--- src/hw/rtl/frp_pkg.sv ---
// Shared types, constants and a helper function for the FASTQ record packer.
`default_nettype none
package frp_pkg;

  // Field widths of the stream payloads and configuration registers
  localparam int BYTE_W      = 8;
  localparam int LEN_W       = 7;
  localparam int REC_W       = 24;
  localparam int POS_W       = 6;
  localparam int BASE_W      = 2;
  localparam int QUAL_W      = 6;
  localparam int STAT_W      = 3;
  localparam int CFG_IDX_W   = 1;
  localparam int CFG_W       = 24;
  localparam int IN_TDATA_W  = 8;
  localparam int OUT_PAD_W   = 2;
  localparam int OUT_TDATA_W = BYTE_W + POS_W + REC_W + OUT_PAD_W;

  // Characters of interest
  localparam logic [BYTE_W-1:0] CHAR_LF     = 8'h0A;
  localparam logic [BYTE_W-1:0] CHAR_AT     = 8'h40;
  localparam logic [BYTE_W-1:0] CHAR_PLUS   = 8'h2B;
  localparam logic [BYTE_W-1:0] QUAL_OFFSET = 8'd33;

  // Result status codes
  typedef enum logic [STAT_W-1:0] {
    STAT_DATA    = 3'd0,
    STAT_BAD_HDR = 3'd1,
    STAT_LEN     = 3'd2,
    STAT_EARLY   = 3'd3,
    STAT_FEW     = 3'd4
  } status_t;

  // Line within a four-line record
  typedef enum logic [1:0] {
    PH_HEADER = 2'd0,
    PH_SEQ    = 2'd1,
    PH_SEP    = 2'd2,
    PH_QUAL   = 2'd3
  } phase_t;

  // Controller state
  typedef enum logic {
    CTRL_PARSE,
    CTRL_DRAIN
  } ctrl_state_t;

  // Configuration register indexes
  typedef enum logic [CFG_IDX_W-1:0] {
    REG_READ_LENGTH   = 1'b0,
    REG_CLUSTER_COUNT = 1'b1
  } cfg_reg_t;

  // Base codes for bytes 0x40..0x5F, lower case folds onto the same entries
  localparam logic [BASE_W-1:0] BASE_TAB [32] = '{
    2'd0, 2'd0, 2'd0, 2'd1, 2'd0, 2'd0, 2'd0, 2'd2,
    2'd0, 2'd0, 2'd0, 2'd0, 2'd0, 2'd0, 2'd0, 2'd0,
    2'd0, 2'd0, 2'd0, 2'd0, 2'd3, 2'd3, 2'd0, 2'd0,
    2'd0, 2'd0, 2'd0, 2'd0, 2'd0, 2'd0, 2'd0, 2'd0
  };

  // Control broadcast from the controller to every cell
  typedef struct packed {
    logic              wr_seq;
    logic              wr_qual;
    logic              shift;
    logic [POS_W-1:0]  wr_pos;
    logic [BASE_W-1:0] base;
    logic [QUAL_W-1:0] qual;
  } cell_ctrl_t;

  function automatic logic [BASE_W-1:0] base_code(input logic [BYTE_W-1:0] b);
    logic [BASE_W-1:0] code;
    code = '0;
    if (b[7:6] == 2'b01) begin
      code = BASE_TAB[b[4:0]];
    end
    return code;
  endfunction

endpackage
`default_nettype wire

--- src/hw/rtl/frp_cell.sv ---
// One position cell: holds base and quality of one read position, shifts toward the head.
`default_nettype none
module frp_cell #(
  parameter int CELL_POS = 0
) (
  input  wire logic                      clk,
  input  wire frp_pkg::cell_ctrl_t       ctrl,
  input  wire logic [frp_pkg::BASE_W-1:0] next_base,
  input  wire logic [frp_pkg::QUAL_W-1:0] next_qual,
  output logic      [frp_pkg::BASE_W-1:0] base,
  output logic      [frp_pkg::QUAL_W-1:0] qual
);
  import frp_pkg::*;

  logic hit;

  assign hit = (ctrl.wr_pos == POS_W'(CELL_POS));

  // Shift during drain, else capture own position while a line streams in
  always_ff @(posedge clk) begin
    if (ctrl.shift) begin
      base <= next_base;
      qual <= next_qual;
    end else begin
      if (ctrl.wr_seq && hit) begin
        base <= ctrl.base;
      end
      if (ctrl.wr_qual && hit) begin
        qual <= ctrl.qual;
      end
    end
  end

endmodule
`default_nettype wire

--- src/hw/rtl/frp_ctrl.sv ---
// Line parser, record checker, drain sequencer and output register.
`default_nettype none
module frp_ctrl #(
  parameter int MAX_READ_LEN = 64
) (
  input  wire logic                           clk,
  input  wire logic                           rst,
  input  wire logic                           s_tvalid,
  output logic                                s_tready,
  input  wire logic [frp_pkg::IN_TDATA_W-1:0] s_tdata,
  input  wire logic                           s_tuser,
  output logic                                m_tvalid,
  input  wire logic                           m_tready,
  output logic      [frp_pkg::OUT_TDATA_W-1:0] m_tdata,
  output logic      [frp_pkg::STAT_W-1:0]     m_tuser,
  output logic                                m_tlast,
  input  wire logic                           cfg_we,
  input  wire logic [frp_pkg::CFG_IDX_W-1:0]  cfg_index,
  input  wire logic [frp_pkg::CFG_W-1:0]      cfg_data,
  output frp_pkg::cell_ctrl_t                 cell_ctrl,
  input  wire logic [frp_pkg::BASE_W-1:0]     head_base,
  input  wire logic [frp_pkg::QUAL_W-1:0]     head_qual
);
  import frp_pkg::*;

  localparam int CNT_W = $clog2(MAX_READ_LEN + 1);

  // Control registers
  ctrl_state_t       state, state_next;
  phase_t            phase, phase_next;
  logic              at_start, at_start_next;
  logic [CNT_W-1:0]  column, column_next;
  logic [LEN_W-1:0]  learned, learned_next;
  logic [REC_W-1:0]  cluster;
  logic [REC_W-1:0]  records, records_next;
  logic              err_stuck, err_next;
  logic [CNT_W-1:0]  drain_pos, drain_pos_next;

  // Output register
  logic              out_valid;
  logic [BYTE_W-1:0] out_packed;
  logic [POS_W-1:0]  out_pos;
  logic [REC_W-1:0]  out_rec;
  status_t           out_status;
  logic              out_last;

  logic              out_free, s_fire, ignore;
  logic [BYTE_W-1:0] in_byte;
  logic              err_load, drain_start, drain_load, drain_last;
  status_t           err_code;
  logic              len_bad;

  assign out_free = !out_valid || m_tready;
  assign s_tready = !rst && (state == CTRL_PARSE) && out_free;
  assign s_fire   = s_tvalid && s_tready;
  assign in_byte  = s_tdata[BYTE_W-1:0];
  assign ignore   = err_stuck || (records >= cluster);
  assign len_bad  = (LEN_W'(column) != learned);
  assign drain_last = ((LEN_W'(drain_pos) + LEN_W'(1)) == learned);

  // Parse one beat and sequence the drain
  always_comb begin
    phase_next     = phase;
    at_start_next  = at_start;
    column_next    = column;
    learned_next   = learned;
    records_next   = records;
    err_next       = err_stuck;
    drain_pos_next = drain_pos;
    err_load       = 1'b0;
    err_code       = STAT_DATA;
    drain_start    = 1'b0;
    drain_load     = 1'b0;
    cell_ctrl      = '0;
    cell_ctrl.wr_pos = POS_W'(column);
    cell_ctrl.base   = base_code(in_byte);
    cell_ctrl.qual   = QUAL_W'(in_byte - QUAL_OFFSET);

    if (s_fire && !ignore) begin
      priority if (s_tuser) begin
        err_load = 1'b1;
        err_code = (phase == PH_HEADER && at_start) ? STAT_FEW : STAT_EARLY;
      end else if (at_start && ((phase == PH_HEADER && in_byte != CHAR_AT) ||
                                (phase == PH_SEP && in_byte != CHAR_PLUS))) begin
        err_load = 1'b1;
        err_code = STAT_BAD_HDR;
      end else if (in_byte != CHAR_LF) begin
        at_start_next = 1'b0;
        if (phase == PH_SEQ || phase == PH_QUAL) begin
          if (column == CNT_W'(MAX_READ_LEN)) begin
            err_load = 1'b1;
            err_code = STAT_LEN;
          end else begin
            cell_ctrl.wr_seq  = (phase == PH_SEQ);
            cell_ctrl.wr_qual = (phase == PH_QUAL);
            column_next       = column + CNT_W'(1);
          end
        end
      end else begin
        unique case (phase)
          PH_SEQ: begin
            if (learned != '0 && len_bad) begin
              err_load = 1'b1;
              err_code = STAT_LEN;
            end else begin
              if (learned == '0) begin
                learned_next = LEN_W'(column);
              end
              phase_next    = PH_SEP;
              at_start_next = 1'b1;
              column_next   = '0;
            end
          end
          PH_QUAL: begin
            if (len_bad) begin
              err_load = 1'b1;
              err_code = STAT_LEN;
            end else begin
              phase_next    = PH_HEADER;
              at_start_next = 1'b1;
              column_next   = '0;
              // empty read emits nothing but still counts as a record
              if (learned == '0) begin
                records_next = records + REC_W'(1);
              end else begin
                drain_start    = 1'b1;
                drain_pos_next = '0;
              end
            end
          end
          default: begin
            phase_next    = phase_t'(phase + 2'd1);
            at_start_next = 1'b1;
            column_next   = '0;
          end
        endcase
      end
    end

    if (err_load) begin
      err_next = 1'b1;
    end

    // Drain one position per free output slot
    if (state == CTRL_DRAIN && out_free) begin
      drain_load      = 1'b1;
      cell_ctrl.shift = 1'b1;
      if (drain_last) begin
        records_next = records + REC_W'(1);
      end else begin
        drain_pos_next = drain_pos + CNT_W'(1);
      end
    end
  end

  // Next state
  always_comb begin
    state_next = state;
    unique case (state)
      CTRL_PARSE: if (drain_start) state_next = CTRL_DRAIN;
      CTRL_DRAIN: if (drain_load && drain_last) state_next = CTRL_PARSE;
      default:    state_next = CTRL_PARSE;
    endcase
  end

  // Control registers and configuration writes
  always_ff @(posedge clk) begin
    if (rst) begin
      state     <= CTRL_PARSE;
      phase     <= PH_HEADER;
      at_start  <= 1'b1;
      column    <= '0;
      learned   <= '0;
      cluster   <= '0;
      records   <= '0;
      err_stuck <= 1'b0;
      drain_pos <= '0;
      out_valid <= 1'b0;
    end else begin
      state     <= state_next;
      phase     <= phase_next;
      at_start  <= at_start_next;
      column    <= column_next;
      records   <= records_next;
      err_stuck <= err_next;
      drain_pos <= drain_pos_next;
      if (err_load || drain_load) begin
        out_valid <= 1'b1;
      end else if (m_tready) begin
        out_valid <= 1'b0;
      end
      // a read length write also reloads the learned length
      if (cfg_we && cfg_reg_t'(cfg_index) == REG_READ_LENGTH) begin
        learned <= cfg_data[LEN_W-1:0];
      end else begin
        learned <= learned_next;
      end
      if (cfg_we && cfg_reg_t'(cfg_index) == REG_CLUSTER_COUNT) begin
        cluster <= cfg_data[REC_W-1:0];
      end
    end
  end

  // Output payload
  always_ff @(posedge clk) begin
    if (err_load) begin
      out_packed <= '0;
      out_pos    <= '0;
      out_rec    <= records;
      out_status <= err_code;
      out_last   <= 1'b1;
    end else if (drain_load) begin
      out_packed <= {head_qual, head_base};
      out_pos    <= POS_W'(drain_pos);
      out_rec    <= records;
      out_status <= STAT_DATA;
      out_last   <= drain_last;
    end
  end

  assign m_tvalid = out_valid;
  assign m_tdata  = {{OUT_PAD_W{1'b0}}, out_rec, out_pos, out_packed};
  assign m_tuser  = out_status;
  assign m_tlast  = out_last;

endmodule
`default_nettype wire

--- src/hw/rtl/fastq_record_packer_core.sv ---
// A quality-line newline enters the drain state; the first result beat is then registered.
// Throughput: one text byte per cycle while no drain runs and the output is free; each
// non-empty record then drains one position per cycle through the cell chain while the
// output is free. Errors give one beat in the cycle after the offending beat, then stick.
// Reset: synchronous active-high rst clears control state; read length and record
// count read as zero and position cells hold no defined data until written.
`default_nettype none
module fastq_record_packer_core #(
  parameter int MAX_READ_LEN = 64
) (
  input  wire logic                            clk,
  input  wire logic                            rst,
  input  wire logic                            s_tvalid,
  output logic                                 s_tready,
  input  wire logic [frp_pkg::IN_TDATA_W-1:0]  s_tdata,   // [7:0] data_byte
  input  wire logic                            s_tuser,   // [0] end_of_stream
  output logic                                 m_tvalid,
  input  wire logic                            m_tready,
  // [7:0] packed_value, [13:8] position_index, [37:14] record_index, [39:38] zero
  output logic      [frp_pkg::OUT_TDATA_W-1:0] m_tdata,
  output logic      [frp_pkg::STAT_W-1:0]      m_tuser,   // [2:0] status
  output logic                                 m_tlast,
  input  wire logic                            cfg_we,
  input  wire logic [frp_pkg::CFG_IDX_W-1:0]   cfg_index,
  input  wire logic [frp_pkg::CFG_W-1:0]       cfg_data
);
  import frp_pkg::*;

  cell_ctrl_t        cell_ctrl;
  logic [BASE_W-1:0] cell_base [MAX_READ_LEN];
  logic [QUAL_W-1:0] cell_qual [MAX_READ_LEN];

  frp_ctrl #(
    .MAX_READ_LEN(MAX_READ_LEN)
  ) u_ctrl (
    .clk       (clk),
    .rst       (rst),
    .s_tvalid  (s_tvalid),
    .s_tready  (s_tready),
    .s_tdata   (s_tdata),
    .s_tuser   (s_tuser),
    .m_tvalid  (m_tvalid),
    .m_tready  (m_tready),
    .m_tdata   (m_tdata),
    .m_tuser   (m_tuser),
    .m_tlast   (m_tlast),
    .cfg_we    (cfg_we),
    .cfg_index (cfg_index),
    .cfg_data  (cfg_data),
    .cell_ctrl (cell_ctrl),
    .head_base (cell_base[0]),
    .head_qual (cell_qual[0])
  );

  // Row of position cells, cell 0 at the output end
  for (genvar i = 0; i < MAX_READ_LEN; i++) begin : g_cell
    logic [BASE_W-1:0] nb;
    logic [QUAL_W-1:0] nq;
    if (i == MAX_READ_LEN - 1) begin : g_tail
      assign nb = '0;
      assign nq = '0;
    end else begin : g_body
      assign nb = cell_base[i+1];
      assign nq = cell_qual[i+1];
    end
    frp_cell #(
      .CELL_POS(i)
    ) u_cell (
      .clk       (clk),
      .ctrl      (cell_ctrl),
      .next_base (nb),
      .next_qual (nq),
      .base      (cell_base[i]),
      .qual      (cell_qual[i])
    );
  end

endmodule
`default_nettype wire

--- config.mk ---
export PLATFORM = sky130hd
export DESIGN_NAME = fastq_record_packer_core
export DESIGN_NICKNAME = d
export VERILOG_FILES = /design/src/hw/rtl/frp_pkg.sv /design/src/hw/rtl/frp_cell.sv /design/src/hw/rtl/frp_ctrl.sv /design/src/hw/rtl/fastq_record_packer_core.sv
export SDC_FILE = /design/constraint.sdc
export NUM_CORES = 1
export LEC_CHECK = 0
export BUFFER_PORTS_ARGS = -buffer_cell sky130_fd_sc_hd__buf_2
export CAP_MARGIN = 0
export CORE_MARGIN = 2
export CORE_UTILIZATION = 50
export CTS_CLUSTER_DIAMETER = 50
export CTS_CLUSTER_SIZE = 12
export DETAILED_ROUTE_END_ITERATION = 8
export PLACE_DENSITY = 0.66
export SETUP_SLACK_MARGIN = 0.5
export SLEW_MARGIN = 20
export SYNTH_ARGS = -nofsm -noshare
export SYNTH_HDL_FRONTEND = slang
export SYNTH_SLANG_ARGS = --single-unit
--- constraint.sdc ---
create_clock -name clk -period 4.1 [get_ports clk]
set_input_delay 0.82 -clock clk [delete_from_list [all_inputs] [get_ports clk]]
set_output_delay 0.82 -clock clk [all_outputs]
set_load 0.01 [all_outputs]
==> flow_summary_export.csv <==
group,metric,value,unit
global_route,grt_usage,0.2146,
logic_synthesis,synth_top_family_by_area,"compound AO/OA/AOI/OAI gates",
final_layout,fin_nets,2200,
final_layout,finalInstanceArea,29910,µm²
floorplanning,rows,84,
clocking,cts_tree,"yes",
critical_path,crit_type,"register to register",
sta,finalMaxSlewViolations,0,
clocking,clk_pin_slew_worst_paths,0.06,ns
sta,rsz0062_at_grt,"yes",
global_route,grt_remaining_overflow,0,
critical_path,critPathBufInv,2,
sta,hold_violations,0,
routing,top_layer,"met4",
routing,viasPerCell,5.796,
routing,drcViolationCount,0,
logic_synthesis,yosysSeqAreaShare,0.6736,
global_route,antenna_found_initial,2,
final_layout,syn2layout_area_growth,12.52,%
run,maxCapViolCount,0,
status,outcome,"finished, final reports clean",
logic_synthesis,muxShareOfSynthArea,0.004471,
clocking,clock_sinks,629,
logic_synthesis,syn_area,26590,µm²
logic_synthesis,synth-compound-area-share,0.1940,
sta,setup_viol,0,
logic_synthesis,synth_edf_count,531,
logic_synthesis,ys_ff_latch,629,
routing,firstDrtPassIters,5,
clocking,cts_htree_levels,2,
clocking,cts-buffers-inserted,61,
routing,dr_wl_met3,2865,µm
logic_synthesis,synth-simple-area-share,0.07267,
critical_path,end_kind,"register",
floorplanning,core,52550,µm²
critical_path,path_delay_family,"compound AO/OA/AOI/OAI gates",
logic_synthesis,yosysUniqueCellTypes,76,
clocking,cts_resized,0,
routing,ant_nets,0,
clocking,clock_path_buffers,3,
worst_hold_path,hold_class,"input pin to register",
clocking,post-cts-setup-buffer-count,0,
logic_synthesis,synthFlopType,"edfxtp_1",
clocking,root_buffer,"clkbuf_16",
placement,dp.cells,2748,
critical_path,crit_required,4.39,ns
final_layout,final_layout_size_suffix_gt1_frac,0.1375,
logic_synthesis,synth_cells,2052,
critical_path,start_kind,"register",
global_route,grt_pass1_wl,91740,µm
routing,routed_wl,58370,µm
routing,wl_per_cell,20.45,µm
placement,dpl.hpwl,34940,µm
floorplanning,io_pins,85,
logic_synthesis,netlist.area_leader.share,0.5998,
clocking,insertion_delay,0.62,ns
critical_path,worstPathCellList,"inv_1 -> ha_1 -> nor3b_1 -> o21ai_1 -> a2111oi_4 -> o2111ai_2 -> nor2_8 -> buf_4 -> nand4_2 -> o21ai_0",
power,peakVddDrop,0.3299,mV
logic_synthesis,avgSynthCellArea,12.96,µm²
floorplanning,start_util,0.5059,
logic_synthesis,yosys-top-cells-area,"edfxtp_1, a21o_1, dfxtp_1",
sta,relSlewSlack,0.2683,
logic_synthesis,synthAdderAreaFrac,0.01741,
routing,vias,16550,
global_route,grt_pass1_vias,16630,
routing,drtIter0Drc,1520,
floorplanning,dieHeight,234.6,µm
power,p_leak,12.41,nW
logic_synthesis,synth_warnings,0,
critical_path,slowest_delay,0.43,ns
global_route,grt_max_degree,264,
critical_path,critPathArrivalTime,3.77,ns
sta,period_share,0.8487,
clocking,ctsHoldBuffers,0,
sta,finClkSkew,0.01404,ns
logic_synthesis,synth_top_area_cell,"edfxtp_1",
routing,wl_met1,25910,µm
logic_synthesis,yosys-top-cells-count,"edfxtp_1, a21o_1, nand2_1",
sta,finalSetupTns,0,ns
floorplanning,die_area,55030,µm²
logic_synthesis,synthArstFlopShare,0,
final_layout,final_cells,2855,
placement,portBuffers,82,
placement,place.gp.congestion,0.8438,
sta,fin_crit,3.480,ns
critical_path,crit_fanout,15,
floorplanning,die_x,234.6,µm
critical_path,cp_slowest_cell,"dfxtp_1",
placement,place_area,28040,µm²
routing,wl_met2,28200,µm
logic_synthesis,synth_xor_area_frac,0.006259,
final_layout,antenna_cells,0,
logic_synthesis,yosysMostFrequentCell,"edfxtp_1",
sta,worst_pin_slew,1.098,ns
final_layout,utilization,0.5692,
power,power-per-cell-area,431.4,nW/µm²
sta,timing.fmax,287.4,MHz
## sequential cells by signal (all words and copies together), names as in the netlist
signal              cells
u_ctrl.records         24
g_cell.u_cell.base    128
u_ctrl.cluster         24
g_cell.u_cell.qual    384
u_ctrl.column           7
u_ctrl.learned          7
u_ctrl.m_tvalid         1
u_ctrl.at_start         1
u_ctrl.phase            2
u_ctrl.err_stuck        1
u_ctrl.drain_pos        7
u_ctrl.out_rec         24
u_ctrl.m_tuser          3
u_ctrl.state            1
u_ctrl.out_pos          6
u_ctrl.out_packed       8
u_ctrl.m_tlast          1
## power breakdown
group	internal, mW	switching, mW
sequential	6.97	0.0204
combinational	0.263	0.349
clock	2.99	2.31
total	10.2	2.68
## layout by cell type, fill, tap and decap left out, types with 41 or more instances in the layout
cell type and instances:
a21oi_1 71, o21a_1 84, o21ai_0 129, a21o_1 381, clkbuf_16 62, nand2_1 211, buf_4 81, edfxtp_1 531
inv_1 41, buf_2 82, dfxtp_1 98
## per-stage QoR
step           hold slack (ns)  power, mW  setup slack, ns
2_1_floorplan           0.4363      7.529           0.7436
3_3_place_gp            0.4401      7.735           0.5786
3_5_place_dp            0.4477      7.745           0.5144
4_1_cts                 0.4030      13.02           0.6234
5_1_grt                 0.4127      13.31           0.3903
6_report                0.4375      12.90           0.6203
## cell type report
| cell class | count | area [µm²] |
|---|---|---|
| clock buffers | 99 | 1730 |
| clock inverters | 7 | 105.1 |
| fillers | 4360 | 22640 |
| inverters | 42 | 157.7 |
| multi-input cells | 1216 | 7915 |
| flip-flops and latches | 629 | 17910 |
| well taps | 688 | 860.8 |
| repair buffers | 174 | 1237 |
## kinds of logic (layout without fill, tap and decap cells)
logic type               after synthesis  count (layout)
flip-flops                           629             629
adder cells (fa/ha/maj)               37              37
other                                  1               2
buffers and inverters                208             322
XOR/XNOR                              19              19
AND/OR/NAND/NOR                      393             393
AO/OA/AOI/OAI                        754             754
multiplexers                          11              11
## routing by layer
metal,vias to the layer above,global-route usage
met5,-,0
met4,0,0.06093
met3,92,0.04239
met2,352,0.3548
met1,8370,0.2890
li1,7733,-
## worst paths after layout
| path | startpoint | end | depth (start not counted) | slack, ns |
|---|---|---|---|---|
| setup reg to reg | u_ctrl.records[0] | g_cell[55].u_cell.base[1] | 10 | 0.62 |
| hold / removal | cfg_data[11] | u_ctrl.cluster[11] | 3 | 0.44 |
| setup / recovery | u_ctrl.records[0] | g_cell[55].u_cell.base[1] | 10 | 0.62 |
| hold reg to reg | u_ctrl.cluster[15] | u_ctrl.cluster[15] | 2 | 0.45 |
## worst min-delay path, delay by kind of cell
kind / cells / cell delay, ns
AND/OR/NAND/NOR: 1 / 0.04
buffers and inverters: 1 / 0.09
AO/OA/AOI/OAI: 1 / 0.05
Note: power is estimated with default switching activity, not from simulation.
